[src/imh_ram.sv]
`default_nettype none
module imh_ram #(
    parameter int Width = 8,
    parameter int Depth = 256
) (
    input  wire logic                     clk,
    input  wire logic                     we,
    input  wire logic [$clog2(Depth)-1:0] waddr,
    input  wire logic [Width-1:0]         wdata,
    input  wire logic [$clog2(Depth)-1:0] raddr,
    output logic      [Width-1:0]         rdata
);
    logic [Width-1:0] mem [Depth];

    always_ff @(posedge clk)
    begin
        if (we)
        begin
            mem[waddr] <= wdata;
        end
        rdata <= mem[raddr];
    end
endmodule
`default_nettype wire

[config.mk]
export PLATFORM = sky130hd
export DESIGN_NAME = imh_ram
export DESIGN_NICKNAME = d
export VERILOG_FILES = /design/src/imh_ram.sv
export SDC_FILE = /design/constraint.sdc
export NUM_CORES = 2
export LEC_CHECK = 0
export BUFFER_PORTS_ARGS = -buffer_cell sky130_fd_sc_hd__buf_4
export CAP_MARGIN = 10
export CORE_MARGIN = 3
export CORE_UTILIZATION = 66
export CTS_BUF_LIST = sky130_fd_sc_hd__clkbuf_8
export CTS_CLUSTER_DIAMETER = 80
export DETAILED_ROUTE_END_ITERATION = 8
export PLACE_DENSITY = 0.8
export REMOVE_ABC_BUFFERS = 1
export SYNTH_ARGS = -nofsm -noshare
export SYNTH_HDL_FRONTEND = slang
export SYNTH_SLANG_ARGS = --single-unit
[constraint.sdc]
create_clock -name clk -period 2.8 [get_ports clk]
set_input_delay 0.14 -clock clk [delete_from_list [all_inputs] [get_ports clk]]
set_output_delay 0.14 -clock clk [all_outputs]
set_load 0.02 [all_outputs]
==> impl_metrics.toml <==
[outcome]
status = "finished clean"

[clock_network]
ctsResizeCount = 0
h-tree-depth = 5
clock_latency_ns = 1.05
clkSinkCount = 2056
max-clock-path-buffers = 4
cts_tree = "yes"
clkTransAtPathRegs_ns = 0.06
hold_buffers = 25
root_buffer = "clkbuf_8"
post-cts-setup-buffers = 0
numCtsBuffers = 327

[setup_path]
path_class = "flip-flop to flip-flop"
cp.arrival_ns = 3.56
cp_num_buf_inv = 0
critical_path.slowest_cell = "nor3_1"
crit_path_start_kind = "flip-flop"
cp-end-kind = "flip-flop"
worstPathRequired_ns = 3.63
cp_slowest_stage_delay_ns = 0.70
crit_path_cell_trace = "mux4_2, mux4_2, nor2_1, a2111oi_2, nor3_1, nor4_1"
crit_top_cell = "mux4_2"
worstPathMaxFanout = 1
critPathTopFamily = "simple AND/OR/NAND/NOR gates"

[floorplanning]
initial_core_util = 0.669
rows = 126
die_w_um = 353
die_h_um = 353
fp.coreArea_um2 = 119000
dieArea_um2 = 125000
ioPinCount = 34

[timing]
fin_worst_skew_ns = 0.0584
fin_crit_sh = 0.975
rsz0062_at_grt = "no"
layout_setup_ws_ns = 0.0698
worstMarginPinSlew_ns = 1.03
finalSetupViolCount = 0
period_minus_slack_ns = 2.73
setup_tns_ns = 0
hold_slack_ns = 0.110
timing.fmax_mhz = 366
finalHoldViolCount = 0
maxSlewViolCount = 0
maxSlewHeadroom = 0.311

[synth]
synth_most_common_cell = "edfxtp_1"
ys_types = 55
synth_compound_area_frac = 0.0342
avgSynthCellArea_um2 = 21.3
ys.flop_type = "edfxtp_1"
synthMuxAreaShare = 0.146
synth_area_um2 = 79600
synth-simple-area-share = 0.0263
syn_inst = 3733
synth_top_family_by_area = "multiplexers"
synth_common_cells = "edfxtp_1, mux4_2, nor2_1"
synth_top_cell_by_area = "edfxtp_1"
ys_warn_count = 0
synth_xor_xnor_area_share = 0
async_reset_ff_frac = 0
synth_fa_ha_area_frac = 0
synthDominantCellAreaShare = 0.773
synth-edff-count = 2048
netlist_top_cells_area = "edfxtp_1, mux4_2, mux2i_1, nor2_1, a22oi_1"
yosysSeqAreaShare = 0.775
synth-seq-cells = 2056

[placement]
dp_cells = 5629
gp_congestion = 0.887
dp_hpwl_um = 124000
dp_slack_ns = -0.369
portBuffers = 33

[power_and_ir_drop]
seqPwrFrac = 0.565
internal_power_w = 0.0469
sw_frac_of_total = 0.221
peakVddDrop_uv = 661
p_per_area_nw_per_um2 = 663
p_total_w = 0.0602
p_clk_frac = 0.379
power.leakage_nw = 29.6
comb_power_share = 0.056
power_switching_w = 0.0133

[detailed_routing]
final_antenna_net_count = 0
drt_wl_total_um = 196000
wl_per_cell_um = 31.6
drc_errors = 0
drtIter0Drc = 6296
vias = 42545
dr.pass1.iters = 8
routed_via_density = 6.85

[final_layout]
layoutNonFillerInstCount = 6214
area_delta_synth_final_pct = 14.1
nets = 4409
drive_above_1_share = 0.300

[grt]
grt_use_total = 0.321
overflow = 0
grt_max_degree = 119
grt_pass1_wl_um = 290000
grt_pass1_vias = 43456
antenna_found_initial = 8

[flow_run]
cap_violations = 0

[min_path]
hold_class = "primary input to flip-flop"
-- path summary, 6_finish.rpt --
| check | depth (start not counted) | from | endpoint | slack, ns |
|---|---|---|---|---|
| max | 6 | mem[137][7]$_DFFE_PP_ | rdata[7]$_DFF_P_ | 0.07 |
| min | 6 | raddr[5] | rdata[4]$_DFF_P_ | 0.11 |
| max reg2reg | 6 | mem[137][7]$_DFFE_PP_ | rdata[7]$_DFF_P_ | 0.07 |
| min reg2reg | 5 | mem[192][2]$_DFFE_PP_ | rdata[2]$_DFF_P_ | 1.14 |
-- kinds of logic (layout without fill, tap and decap cells) --
family,count (synthesis),count (layout)
AOI/OAI and AO/OA,385,385
muxes,591,591
DFF,2056,2056
and+or+nand+nor,466,466
buffers and inverters,235,1106
other,0,10
-- flip-flops by register name (all words and copies together) (netlist names) --
| signal | flops |
|---|---|
| mem | 2048 |
| rdata | 8 |
-- layout make-up --
class                   instances  area [um^2]
diodes                         10         25.0
clock buffers                 338         4650
clock inverters               212         1020
fillers                      5930        28100
inverters                       2         7.51
multi-input cells            1442        16500
flip-flops and latches       2056        61700
well taps                    1600         2000
repair buffers                554         4920
-- stage by stage --
stage | util | instance area, um^2
2_1_floorplan | - | 78100
3_3_place_gp | 0.714 | 84800
3_5_place_dp | 0.714 | 84800
4_1_cts | 0.763 | 90700
5_1_grt | 0.763 | 90800
6_report | 0.764 | 90800
-- power groups by stage --
stage | clock network (W) | logic (W) | registers, W
after floorplan | 0 | 0.00119 | 0.0346
after global placement | 0 | 0.00320 | 0.0346
after detailed placement | 0 | 0.00329 | 0.0346
after CTS | 0.0231 | 0.00333 | 0.0340
after global routing | 0.0244 | 0.00350 | 0.0340
final | 0.0228 | 0.00336 | 0.0340
-- routing by layer --
metal	global-route usage	up-vias	share of wire
met5	0	-	0.00015
li1	-	17051	-
met3	0.0823	555	0.13
met2	0.495	3212	0.48
met4	0.137	4	0.045
met1	0.446	21723	0.34
-- placed cells by master, fill, tap and decap left out, types with 5 or more instances in the layout --
cell           netlist  final
o211ai_1            10     10
nor4_1              24     24
mux2i_1            134    134
a22oi_1            133    133
diode_2              0     10
nand2b_1             8      8
o22ai_1             28     28
edfxtp_1          2048   2048
a221oi_1            13     13
mux4_2             454    454
bufinv_16            0      6
inv_1                1     99
a211oi_1            16     16
o221ai_1            46     46
o21ai_0             10     10
clkbuf_8             0    346
nand4_1             10     10
dlygate4sd3_1        0     25
o22a_1               5      5
nor2_1             282    279
a21oi_1             96     96
clkinv_1             1     73
buf_12               8     51
buf_4               27    468
nand2_1             33     33
and2_1               6      6
clkinv_2             0     29
nor2b_1             31     28
nand3_1             34     34
nor3_1              22     22
a22o_1               8      8
dfxtp_1              8      8
-- worst min-delay path, cell delays in order --
cell and delay [ns]:
buf_4 0.26, nor2_1 0.16, a2111oi_1 0.06, nor3_1 0.16
buf_4 0.19, nor4_1 0.07
(Power assumes the default switching activity.)
